--- config.mk ---
export PLATFORM = sky130hd
export DESIGN_NAME = ipv4_l4_header_extractor
export DESIGN_NICKNAME = d
export VERILOG_FILES = /design/src/design/ipl4_pkg.sv /design/src/design/ipv4_l4_header_extractor.sv
export SDC_FILE = /design/constraint.sdc
export NUM_CORES = 1
export LEC_CHECK = 0
export ABC_AREA = 1
export BUFFER_PORTS_ARGS = -buffer_cell sky130_fd_sc_hd__buf_2
export CAP_MARGIN = 20
export CORE_MARGIN = 3
export CORE_UTILIZATION = 55
export CTS_CLUSTER_SIZE = 40
export DETAILED_ROUTE_END_ITERATION = 12
export GPL_TIMING_DRIVEN = 0
export HOLD_SLACK_MARGIN = 0.12
export PLACE_DENSITY = 0.8
export SYNTH_ARGS = -nofsm -noshare
export SYNTH_HDL_FRONTEND = slang
export SYNTH_SLANG_ARGS = --single-unit
--- constraint.sdc ---
create_clock -name clk -period 6.4 [get_ports clk]
set_input_delay 0.32 -clock clk [delete_from_list [all_inputs] [get_ports clk]]
set_output_delay 0.32 -clock clk [all_outputs]
set_load 0.05 [all_outputs]
--- src/design/ipl4_pkg.sv ---
// Shared types and constants for the IPv4 layer-4 header extractor.
// No dependencies; used by the top level and its checker.
package ipl4_pkg;

  // Frame geometry, in bytes from the first frame byte
  localparam logic [15:0] MAX_FRAME_LEN = 16'hFFFF;
  localparam logic [15:0] ETH_HDR_LEN   = 16'd14;
  localparam logic [15:0] MIN_IP_FRAME  = 16'd34;
  localparam logic [15:0] MIN_FRAME_RST = 16'd34;

  // IP header byte positions
  localparam logic [15:0] POS_VER_IHL   = 16'd14;
  localparam logic [15:0] POS_TLEN_HI   = 16'd16;
  localparam logic [15:0] POS_TLEN_LO   = 16'd17;
  localparam logic [15:0] POS_PROTO     = 16'd23;
  localparam logic [15:0] POS_SRC_FIRST = 16'd26;
  localparam logic [15:0] POS_SRC_LAST  = 16'd29;
  localparam logic [15:0] POS_DST_FIRST = 16'd30;
  localparam logic [15:0] POS_DST_LAST  = 16'd33;

  // Layer-4 byte positions relative to the layer-4 start
  localparam logic [15:0] L4_PORT_LAST  = 16'd3;
  localparam logic [15:0] L4_ULEN_HI    = 16'd4;
  localparam logic [15:0] L4_ULEN_LO    = 16'd5;
  localparam logic [15:0] L4_TCP_DOFF   = 16'd12;
  localparam logic [15:0] L4_TCP_FLAGS  = 16'd13;
  localparam logic [15:0] TCP_HDR_NEED  = 16'd14;
  localparam logic [15:0] UDP_HDR_NEED  = 16'd6;
  localparam logic [15:0] L4_FIXED_HDR  = 16'd8;

  localparam logic [3:0]  IP_VERSION4   = 4'd4;

  // IP protocol numbers
  localparam logic [7:0] PROTO_ICMP = 8'd1;
  localparam logic [7:0] PROTO_TCP  = 8'd6;
  localparam logic [7:0] PROTO_UDP  = 8'd17;

  // Summary item; src_addr sits in the lowest bits of tdata
  typedef struct packed {
    logic [31:0] capture_seconds;
    logic [15:0] payload_length;
    logic [15:0] payload_offset;
    logic [7:0]  tcp_flag_bits;
    logic [15:0] dest_port;
    logic [15:0] source_port;
    logic [7:0]  ip_protocol;
    logic [31:0] dst_addr;
    logic [31:0] src_addr;
  } result_t;

  // Status flags carried on tuser
  typedef struct packed {
    logic header_truncated;
    logic length_underflow;
  } result_flags_t;

endpackage

--- src/design/ipv4_l4_header_extractor.sv ---
// IPv4 layer-4 header extractor: byte-stream frame parser with at most one summary per frame.
// Depends on ipl4_pkg.
//
// The item carrying tlast sets done; the summary is then loaded into the output register.
// Throughput: one item per cycle; input stalls only while a finished frame waits
// behind a summary held in the output register by a stalled receiver.
// Reset (rst, synchronous): byte counter, pending flags and output valid cleared,
// min_frame_len returns to 34.
module ipv4_l4_header_extractor (
  input  logic         clk,
  input  logic         rst,
  input  logic         cfg_wen,
  input  logic [15:0]  cfg_wdata,      // min_frame_len
  input  logic         s_axis_tvalid,
  output logic         s_axis_tready,
  input  logic [39:0]  s_axis_tdata,   // [7:0] data_byte, [39:8] frame_time
  input  logic         s_axis_tlast,
  output logic         m_axis_tvalid,
  input  logic         m_axis_tready,
  output logic [175:0] m_axis_tdata,   // src_addr, dst_addr, ip_protocol, source port,
                                       // destination port, tcp_flag_bits, payload_offset,
                                       // payload_length, capture_seconds
  output logic [1:0]   m_axis_tuser    // [0] length_underflow, [1] header_truncated
);

  // Configuration register
  logic [15:0] min_frame_len;

  always_ff @(posedge clk) begin
    if (rst) begin
      min_frame_len <= ipl4_pkg::MIN_FRAME_RST;
    end else if (cfg_wen) begin
      min_frame_len <= cfg_wdata;
    end
  end

  // Per-frame capture registers
  logic [15:0] byte_position, byte_position_next;
  logic [3:0]  header_words, header_words_next;
  logic        version_good, version_good_next;
  logic [15:0] total_length, total_length_next;
  logic [7:0]  proto_reg, proto_reg_next;
  logic [31:0] source_ip_reg, source_ip_reg_next;
  logic [31:0] dest_ip_reg, dest_ip_reg_next;
  logic [31:0] port_pair_reg, port_pair_reg_next;
  logic [7:0]  flags_reg, flags_reg_next;
  logic [3:0]  data_offset_words, data_offset_words_next;
  logic [15:0] datagram_length, datagram_length_next;
  logic [31:0] time_reg, time_reg_next;
  logic [15:0] frame_len, frame_len_next;
  logic        done;

  // Output register
  ipl4_pkg::result_t       out_data, out_data_next;
  ipl4_pkg::result_flags_t out_flags, out_flags_next;
  logic                    out_valid;
  logic                    out_load;

  // Pipeline advance: hold only when a summary is pending behind a stalled output
  logic adv;
  logic in_fire;

  assign adv           = !(done && out_valid && !m_axis_tready);
  assign s_axis_tready = adv;
  assign in_fire       = s_axis_tvalid && adv;

  // Byte capture logic
  logic [7:0]  data_byte;
  logic        first_byte;
  logic        in_range;
  logic [15:0] l4_start;
  logic [15:0] l4_rel;

  assign data_byte = s_axis_tdata[7:0];

  always_comb begin
    first_byte = (byte_position == 16'd0);
    in_range   = (byte_position != ipl4_pkg::MAX_FRAME_LEN);

    // a new frame starts from cleared fields, with the frame time taken from its first byte
    header_words_next      = first_byte ? 4'd0  : header_words;
    version_good_next      = first_byte ? 1'b0  : version_good;
    total_length_next      = first_byte ? 16'd0 : total_length;
    proto_reg_next         = first_byte ? 8'd0  : proto_reg;
    source_ip_reg_next     = first_byte ? 32'd0 : source_ip_reg;
    dest_ip_reg_next       = first_byte ? 32'd0 : dest_ip_reg;
    port_pair_reg_next     = first_byte ? 32'd0 : port_pair_reg;
    flags_reg_next         = first_byte ? 8'd0  : flags_reg;
    data_offset_words_next = first_byte ? 4'd0  : data_offset_words;
    datagram_length_next   = first_byte ? 16'd0 : datagram_length;
    time_reg_next          = first_byte ? s_axis_tdata[39:8] : time_reg;

    l4_start = 16'd0;
    l4_rel   = 16'd0;

    if (in_range) begin
      // IP header fields at fixed positions
      if (byte_position == ipl4_pkg::POS_VER_IHL) begin
        version_good_next = (data_byte[7:4] == ipl4_pkg::IP_VERSION4);
        header_words_next = data_byte[3:0];
      end
      if (byte_position == ipl4_pkg::POS_TLEN_HI) total_length_next[15:8] = data_byte;
      if (byte_position == ipl4_pkg::POS_TLEN_LO) total_length_next[7:0]  = data_byte;
      if (byte_position == ipl4_pkg::POS_PROTO)   proto_reg_next          = data_byte;

      if (byte_position >= ipl4_pkg::POS_SRC_FIRST &&
          byte_position <= ipl4_pkg::POS_SRC_LAST) begin
        case (2'(byte_position - ipl4_pkg::POS_SRC_FIRST))
          2'd0:    source_ip_reg_next[31:24] = data_byte;
          2'd1:    source_ip_reg_next[23:16] = data_byte;
          2'd2:    source_ip_reg_next[15:8]  = data_byte;
          default: source_ip_reg_next[7:0]   = data_byte;
        endcase
      end
      if (byte_position >= ipl4_pkg::POS_DST_FIRST &&
          byte_position <= ipl4_pkg::POS_DST_LAST) begin
        case (2'(byte_position - ipl4_pkg::POS_DST_FIRST))
          2'd0:    dest_ip_reg_next[31:24] = data_byte;
          2'd1:    dest_ip_reg_next[23:16] = data_byte;
          2'd2:    dest_ip_reg_next[15:8]  = data_byte;
          default: dest_ip_reg_next[7:0]   = data_byte;
        endcase
      end

      // layer-4 fields; IHL read on this byte already applies to it
      l4_start = ipl4_pkg::ETH_HDR_LEN + {10'd0, header_words_next, 2'b00};
      if (byte_position >= l4_start) begin
        l4_rel = byte_position - l4_start;
        if (l4_rel <= ipl4_pkg::L4_PORT_LAST) begin
          case (l4_rel[1:0])
            2'd0:    port_pair_reg_next[31:24] = data_byte;
            2'd1:    port_pair_reg_next[23:16] = data_byte;
            2'd2:    port_pair_reg_next[15:8]  = data_byte;
            default: port_pair_reg_next[7:0]   = data_byte;
          endcase
        end
        if (l4_rel == ipl4_pkg::L4_ULEN_HI)   datagram_length_next[15:8] = data_byte;
        if (l4_rel == ipl4_pkg::L4_ULEN_LO)   datagram_length_next[7:0]  = data_byte;
        if (l4_rel == ipl4_pkg::L4_TCP_DOFF)  data_offset_words_next     = data_byte[7:4];
        if (l4_rel == ipl4_pkg::L4_TCP_FLAGS) flags_reg_next             = data_byte;
      end
    end

    // position counter saturates at the frame bound
    frame_len_next = in_range ? byte_position + 16'd1 : ipl4_pkg::MAX_FRAME_LEN;
    if (s_axis_tlast) begin
      byte_position_next = 16'd0;
    end else begin
      byte_position_next = in_range ? byte_position + 16'd1 : byte_position;
    end
  end

  always_ff @(posedge clk) begin
    if (rst) begin
      byte_position <= 16'd0;
      done          <= 1'b0;
    end else if (adv) begin
      done <= in_fire && s_axis_tlast;
      if (in_fire) begin
        byte_position <= byte_position_next;
      end
    end
  end

  always_ff @(posedge clk) begin
    if (in_fire) begin
      header_words      <= header_words_next;
      version_good      <= version_good_next;
      total_length      <= total_length_next;
      proto_reg         <= proto_reg_next;
      source_ip_reg     <= source_ip_reg_next;
      dest_ip_reg       <= dest_ip_reg_next;
      port_pair_reg     <= port_pair_reg_next;
      flags_reg         <= flags_reg_next;
      data_offset_words <= data_offset_words_next;
      datagram_length   <= datagram_length_next;
      time_reg          <= time_reg_next;
      frame_len         <= frame_len_next;
    end
  end

  // Summary computation from the finished frame's captures
  logic [15:0] ihl_bytes;
  logic [15:0] l4_base;
  logic [15:0] doff_bytes;
  logic [15:0] sub_a, sub_b;
  logic [16:0] sub_diff;
  logic        known_proto;
  logic        truncated;
  logic        emit;

  always_comb begin
    ihl_bytes  = {10'd0, header_words, 2'b00};
    l4_base    = ipl4_pkg::ETH_HDR_LEN + ihl_bytes;
    doff_bytes = {10'd0, data_offset_words, 2'b00};
    emit       = (frame_len >= min_frame_len) && version_good;

    out_data                 = '0;
    out_data.src_addr        = source_ip_reg;
    out_data.dst_addr        = dest_ip_reg;
    out_data.ip_protocol     = proto_reg;
    out_data.capture_seconds = time_reg;

    sub_a       = 16'd0;
    sub_b       = 16'd0;
    known_proto = 1'b0;
    truncated   = (frame_len < ipl4_pkg::MIN_IP_FRAME);

    case (proto_reg)
      ipl4_pkg::PROTO_TCP: begin
        known_proto = 1'b1;
        if (frame_len < l4_base + ipl4_pkg::TCP_HDR_NEED) truncated = 1'b1;
        out_data.source_port    = port_pair_reg[31:16];
        out_data.dest_port      = port_pair_reg[15:0];
        out_data.tcp_flag_bits  = flags_reg;
        out_data.payload_offset = l4_base + doff_bytes;
        sub_a = total_length;
        sub_b = ihl_bytes + doff_bytes;
      end
      ipl4_pkg::PROTO_UDP: begin
        known_proto = 1'b1;
        if (frame_len < l4_base + ipl4_pkg::UDP_HDR_NEED) truncated = 1'b1;
        out_data.source_port    = port_pair_reg[31:16];
        out_data.dest_port      = port_pair_reg[15:0];
        out_data.payload_offset = l4_base + ipl4_pkg::L4_FIXED_HDR;
        sub_a = datagram_length;
        sub_b = ipl4_pkg::L4_FIXED_HDR;
      end
      ipl4_pkg::PROTO_ICMP: begin
        known_proto = 1'b1;
        out_data.payload_offset = l4_base + ipl4_pkg::L4_FIXED_HDR;
        sub_a = total_length;
        sub_b = ihl_bytes + ipl4_pkg::L4_FIXED_HDR;
      end
      default: begin
        known_proto = 1'b0;
      end
    endcase

    // payload length clamps at zero
    sub_diff = {1'b0, sub_a} - {1'b0, sub_b};
    out_flags.length_underflow = known_proto && sub_diff[16];
    out_flags.header_truncated = truncated;
    out_data.payload_length    = (known_proto && !sub_diff[16]) ? sub_diff[15:0] : 16'd0;

    // a truncated layer 4 reports no layer-4 fields
    if (truncated) begin
      out_data.source_port       = 16'd0;
      out_data.dest_port         = 16'd0;
      out_data.tcp_flag_bits     = 8'd0;
      out_data.payload_offset    = 16'd0;
      out_data.payload_length    = 16'd0;
      out_flags.length_underflow = 1'b0;
    end

    out_data_next  = out_data;
    out_flags_next = out_flags;
    out_load       = adv && done && emit;
  end

  // Output register
  ipl4_pkg::result_t       res_q;
  ipl4_pkg::result_flags_t flags_q;

  always_ff @(posedge clk) begin
    if (rst) begin
      out_valid <= 1'b0;
    end else if (out_load) begin
      out_valid <= 1'b1;
    end else if (m_axis_tready) begin
      out_valid <= 1'b0;
    end
  end

  always_ff @(posedge clk) begin
    if (out_load) begin
      res_q   <= out_data_next;
      flags_q <= out_flags_next;
    end
  end

  assign m_axis_tvalid = out_valid;
  assign m_axis_tdata  = res_q;
  assign m_axis_tuser  = flags_q;

endmodule

==> results of run 1 <==
[cell families (layout without fill, tap and decap cells)]
group | count (synthesis) | in the layout
AND/OR/NAND/NOR | 805 | 805
flip-flops | 404 | 404
AO/OA/AOI/OAI | 303 | 303
buffers and inverters | 295 | 657
adder cells (fa/ha/maj) | 60 | 60
XOR/XNOR | 21 | 21
other | 2 | 10
[cells in the mapped netlist, types with 20 or more instances]
cell type and n:
dfxtp_1 34, ha_1 56, inv_1 191, clkbuf_1 37, o211ai_1 37, o21ai_0 108
nor2_1 176, edfxtp_1 370, nand3_1 199, nand4_1 20, buf_2 26, a21oi_1 66
nand2_1 356
[final cells by class]
cell class	count	share of cell area (%)
Buffer	95	2.17
Clock buffer	48	4.65
Clock inverter	29	1.41
Inverter	200	3.32
Multi-Input combinational cell	1199	27.3
Sequential cell	404	51.1
Tap cell	455	2.47
Timing Repair Buffer	285	7.55
[worst reg2reg max path, stage by stage, from the launching register on]
cell	delay [ns]
dfxtp_1	0.39
inv_1	0.30
ha_1	0.24
buf_2	0.21
inv_2	0.13
nor2_1	0.30
nand3_2	0.26
inv_2	0.16
buf_4	0.20
o21ai_1	0.07
o21ai_0	0.11
inv_1	0.11
nand3_1	0.15
nand2_1	0.10
ha_1	0.35
nand2_1	0.08
inv_1	0.07
nand3_2	0.17
nand2_1	0.11
nand2_1	0.05
nand2_1	0.11
nand3_4	0.18
nor2_4	0.27
nand3_1	0.34
nand3_1	0.19
nand2_1	0.08
[power groups by stage]
stage                     registers [mW]  clock network, mW  logic, mW
after CTS                           3.05               2.51      0.513
final                               3.05               2.51      0.525
after global placement              3.11                  0      0.455
after floorplan                     3.13                  0      0.294
after global routing                3.06               2.63      0.573
after detailed placement            3.10                  0      0.480
[final timing paths]
kind / to / slack [ns] / cells after the start
max: datagram_length[9] / 1.41 / 25
min: byte_position[2] / 0.19 / 4
max reg2reg: datagram_length[9] / 1.41 / 25
min reg2reg: m_axis_tdata[169] / 0.42 / 0
[stage by stage]
step                      total power [mW]  instance area (µm²)
after global routing                  6.26                23100
after CTS                             6.07                23100
after global placement                3.56                21100
final                                 6.09                23100
after floorplan                       3.43                19300
after detailed placement              3.58                21100
[repair_timing]
item / CTS / global route
setup endpoints to repair: 0 / 0
hold buffers: 54 / 0
endpoints found under the hold margin: 49 / 0
[layout by cell type, fill, tap and decap left out, types with 14 or more instances in the layout]
cell,n
a21oi_1,66
a31oi_1,19
buf_2,255
buf_4,18
clkbuf_1,43
clkbuf_16,42
dfxtp_1,34
dlygate4sd3_1,54
edfxtp_1,370
ha_1,56
inv_1,189
nand2_1,356
nand3_1,199
nand4_1,20
nor2_1,175
o211ai_1,37
o21ai_0,108
o21ai_1,19
o22ai_1,17
o31ai_1,14
xor2_1,15
[layer usage]
layer / wire length [µm] / GRT usage (%) / up-vias
met5: 0 / 0 / -
met4: 2010 / 10.1 / 0
met3: 5170 / 5.78 / 169
met2: 26200 / 47.7 / 1019
met1: 20400 / 35.8 / 7466
li1: - / - / 7211
==> metrics.cfg, run 1 <==
[worst_setup_path]
critPathMaxStageDelay_ns = 0.39
critPathArrivalTime_ns = 5.31
cp-startpoint = byte_position[0]
worstReg2RegStart = byte_position[0]
worstSetupPathType = register to register
crit_fanout = 10
crit_top_cell = nand2_1
crit_path_end_kind = register
cp-start-kind = register
critPathRequiredTime_ns = 6.72
slowest_stage = dfxtp_1
critPathBufInv = 7
critPathTopFamily = simple AND/OR/NAND/NOR gates

[synth]
yosysUniqueCellTypes = 46
synthArstFlopShare_pct = 0
synth_seq_area_share_pct = 61.0
yosys_warnings = 0
yosys.area_share.simple_pct = 18.3
synth_cells = 1890
ys.flop_type = edfxtp_1
synth_xor_area_share_pct = 0.952
synthTopCellsByArea = edfxtp_1 (58%), nand2_1 (6.9%), nand3_1 (5.2%)
ys_ff_latch = 404
synth_edf_count = 370
synth_compound_area_share_pct = 9.16
synth_top_area_share_pct = 57.5
synth_top_family_by_area = simple AND/OR/NAND/NOR gates
postSynthAreaPerCell_um2 = 10.2
synthAdderAreaFrac_pct = 4.04
synth_top_area_cell = edfxtp_1
synthMuxAreaShare_pct = 0
syn_area_um2 = 19300

[detailed_routing]
drc = 0
dr.first_iter.drc_count = 1994
firstDrtPassIters = 7
ant_nets = 0
drt-total-wl_um = 53900
dr_total_vias = 15900
wl_per_cell_um = 19.8
vias_per_cell = 5.84

[cells_and_area]
stdcell_count = 2715
antennaDiodeCount = 0
multi_input_area_um2 = 6310
layout.area.seq_um2 = 11800
drive_above_1_share_pct = 17.7
final_util_pct = 66.8
largest_reg_flops = 167
area_growth_syn_to_layout_pct = 19.5
n_fill_cell = 2538
fin_nets = 2349

[timing]
fin_tns_setup_ns = 0
tightestPinTransition_ns = 1.02
hold_viol_final = 0
skew_ns = 0.0321
slew_headroom_pct = 32.3
slew_violations = 0
max_freq_mhz = 200
finalSetupViolCount = 0
fin_crit_sh_pct = 78.0
rsz0062_at_grt = false
post-route-min-period_ns = 4.99
fin_ws_ns = 1.41
whs_ns = 0.186

[die]
dieArea_um2 = 37400
core_area_um2 = 34500
ioPinCount = 242
num_rows = 68
chipWidth_um = 193
die-height_um = 193
initial_core_util_pct = 55.9

[power_and_ir_drop]
power_density_nw_per_um2 = 264
intPower_mw = 4.58
ir_worst_vdd_mv = 0.267
clock_power_share_pct = 41.3
power_switching_mw = 1.51
cellLeakagePower_nw = 9.25
p_sw_share_pct = 24.7
power_frac_comb_pct = 8.6
seq_power_share_pct = 50.1

[placed_design]
placedCellCount = 2584
place_ws_ns = 1.49
hpwl_um = 36200
gp_congestion = 0.914
io_buffers = 229

[cts]
cts_tree = done
cts_num_sinks = 404
clk_pin_slew_ns = 0.06
clock-root-buffer = clkbuf_16
cts_made_buffers = 42
cts_resized = 0
cts_setup_buffers = 0
clk_latency_ns = 0.58
h-tree-depth = 2
clock_path_buffers = 3

[global_route]
grt_usage_pct = 28.0
grt_first_pass_wirelength_um = 84300
antenna_found_initial = 0
overflow = 0
grt_pass1_vias = 15400
grt_max_degree = 124

[outcome]
run_status = finished clean

[hold_path]
min_path_type = primary input to register
hold_start = s_axis_tlast

[flow_run]
drv_cap = 0

No activity file was read; power rests on OpenSTA's default activity.
==> run 2, diff against run 1 <==
Clock period 6.4 ns to 4.9 ns, I/O delays scaled along.
==> run 2 against run 1 <==
Against the previous run: die area unchanged; worst setup slack got worse by 1.1 ns; sequential power up 31%; count of clock-buffer cells in the layout is 3 lower.
==> metrics.cfg, run 2 (synthesized netlist as in run 1, its figures left out) <==
[cts]
h-tree-depth = 2
clk_latency_ns = 0.57
cts_tree = done
cts_made_buffers = 41
clk_pin_slew_ns = 0.06
clock_path_buffers = 3
clock-root-buffer = clkbuf_16
cts_num_sinks = 404

[cells_and_area]
mostFrequentLayoutCells = edfxtp_1 (370), nand2_1 (356), buf_2 (256)
antennaDiodeCount = 0
stdcell_count = 2723
final_common_cell = edfxtp_1
n_fill_cell = 2533
largest_reg_flops = 167
fin_nets = 2358
drive_above_1_share_pct = 18.1
area_growth_syn_to_layout_pct = 20.0

[worst_setup_path]
crit_fanout = 9
crit_path_end_kind = register
worstSetupPathType = register to register
critPathArrivalTime_ns = 4.93
cp-start-kind = register
critPathRequiredTime_ns = 5.21

[detailed_routing]
wl_per_cell_um = 20.1
dr_total_vias = 15800
drt-total-wl_um = 54600
ant_nets = 0
firstDrtPassIters = 8
drc = 0
dr.first_iter.drc_count = 1731
vias_per_cell = 5.82

[timing]
slew_violations = 0
tightestPinTransition_ns = 1.06
finalSetupViolCount = 0
hold_viol_final = 0
max_freq_mhz = 216
skew_ns = 0.0280
fin_crit_sh_pct = 94.4
post-route-min-period_ns = 4.62
slew_headroom_pct = 29.1
rsz0062_at_grt = true

[flow_run]
drv_cap = 0

[power_and_ir_drop]
ir_worst_vdd_mv = 0.360
cellLeakagePower_nw = 9.29
p_total_mw = 7.92
power_density_nw_per_um2 = 342

[die]
core_area_um2 = 34500
initial_core_util_pct = 55.9
num_rows = 68
ioPinCount = 242
chipWidth_um = 193
die-height_um = 193
dieArea_um2 = 37400

[placed_design]
placedCellCount = 2589
io_buffers = 229
hpwl_um = 36800
gp_congestion = 0.923

[outcome]
run_status = finished clean

[global_route]
antenna_found_initial = 1
grt_usage_pct = 28.3
overflow = 0
grt_max_degree = 50
grt_first_pass_wirelength_um = 84600
grt_pass1_vias = 15400

[hold_path]
min_path_type = primary input to register

run 2: path summary, 6_finish.rpt:
path	start	end	slack [ns]	cells after the start
worst max-delay path	byte_position[0]	flags_reg[2]	0.28	24
worst min-delay path	s_axis_tdata[5]	port_pair_reg[13]	0.16	5
worst max register to register	byte_position[0]	flags_reg[2]	0.28	24
worst min register to register	time_reg[26]	m_axis_tdata[170]	0.42	0
run 2: repair_timing:
item                                   4_1_cts  5_1_grt
endpoints found under the hold margin       52        0
setup buffers                                0        3
setup endpoints to repair                    0       60
hold buffers                                56        0
resized for setup                            0       10
run 2: report_power, final:
group / leakage [nW] / internal [mW] / total, mW / switching [mW]
sequential: 3.74 / 3.90 / 3.99 / 0.0813
combinational: 4.88 / 0.217 / 0.690 / 0.473
clock: 0.666 / 1.87 / 3.24 / 1.38
total: 9.29 / 5.99 / 7.92 / 1.93
run 2: critical path, stage by stage (launching register included):
cell,delay [ns]
dfxtp_1,0.39
inv_2,0.20
ha_1,0.20
buf_2,0.21
inv_2,0.13
nor2_2,0.26
nand3_4,0.17
inv_2,0.12
o21ai_0,0.07
o21ai_1,0.23
nand2_1,0.17
nand3_1,0.15
nand2_1,0.08
ha_1,0.36
nand2_1,0.09
inv_1,0.07
nand3_2,0.17
nand2_1,0.11
nand2_1,0.05
nand2_1,0.11
nand3_4,0.17
nor2_4,0.25
nand3_1,0.31
nand3_1,0.20
nand2_1,0.10
run 2: cell type report:
class	instances	area, µm²	area share, %
timing repair buffer	295	1870	8.06
tap	455	569	2.46
buffer	95	504	2.17
clock buffer	45	1040	4.49
clock inverter	30	328	1.41
inverter	200	758	3.27
sequential	404	11800	50.9
multi-input combinational	1199	6320	27.3
run 2: per-stage QoR:
step	cell area, µm²	utilization, %	worst slack, ns	TNS (ns)	hold WS, ns
final	23200	67.1	0.276	0	0.158
after global routing	23200	67.1	-0.00803	-0.00803	0.174
after CTS	23100	67.0	0.0202	0	0.140
after detailed placement	21200	61.4	0.0414	0	0.405
after global placement	21100	61.0	-0.615	-127.06	0.400
after floorplan	19400	-	0.176	0	0.344
run 2: routing by layer:
layer | wire (µm) | track usage (%)
met1 | 20100 | 35.3
met2 | 26400 | 47.9
met5 | 13 | 0
met4 | 2530 | 12.7
met3 | 5610 | 5.71
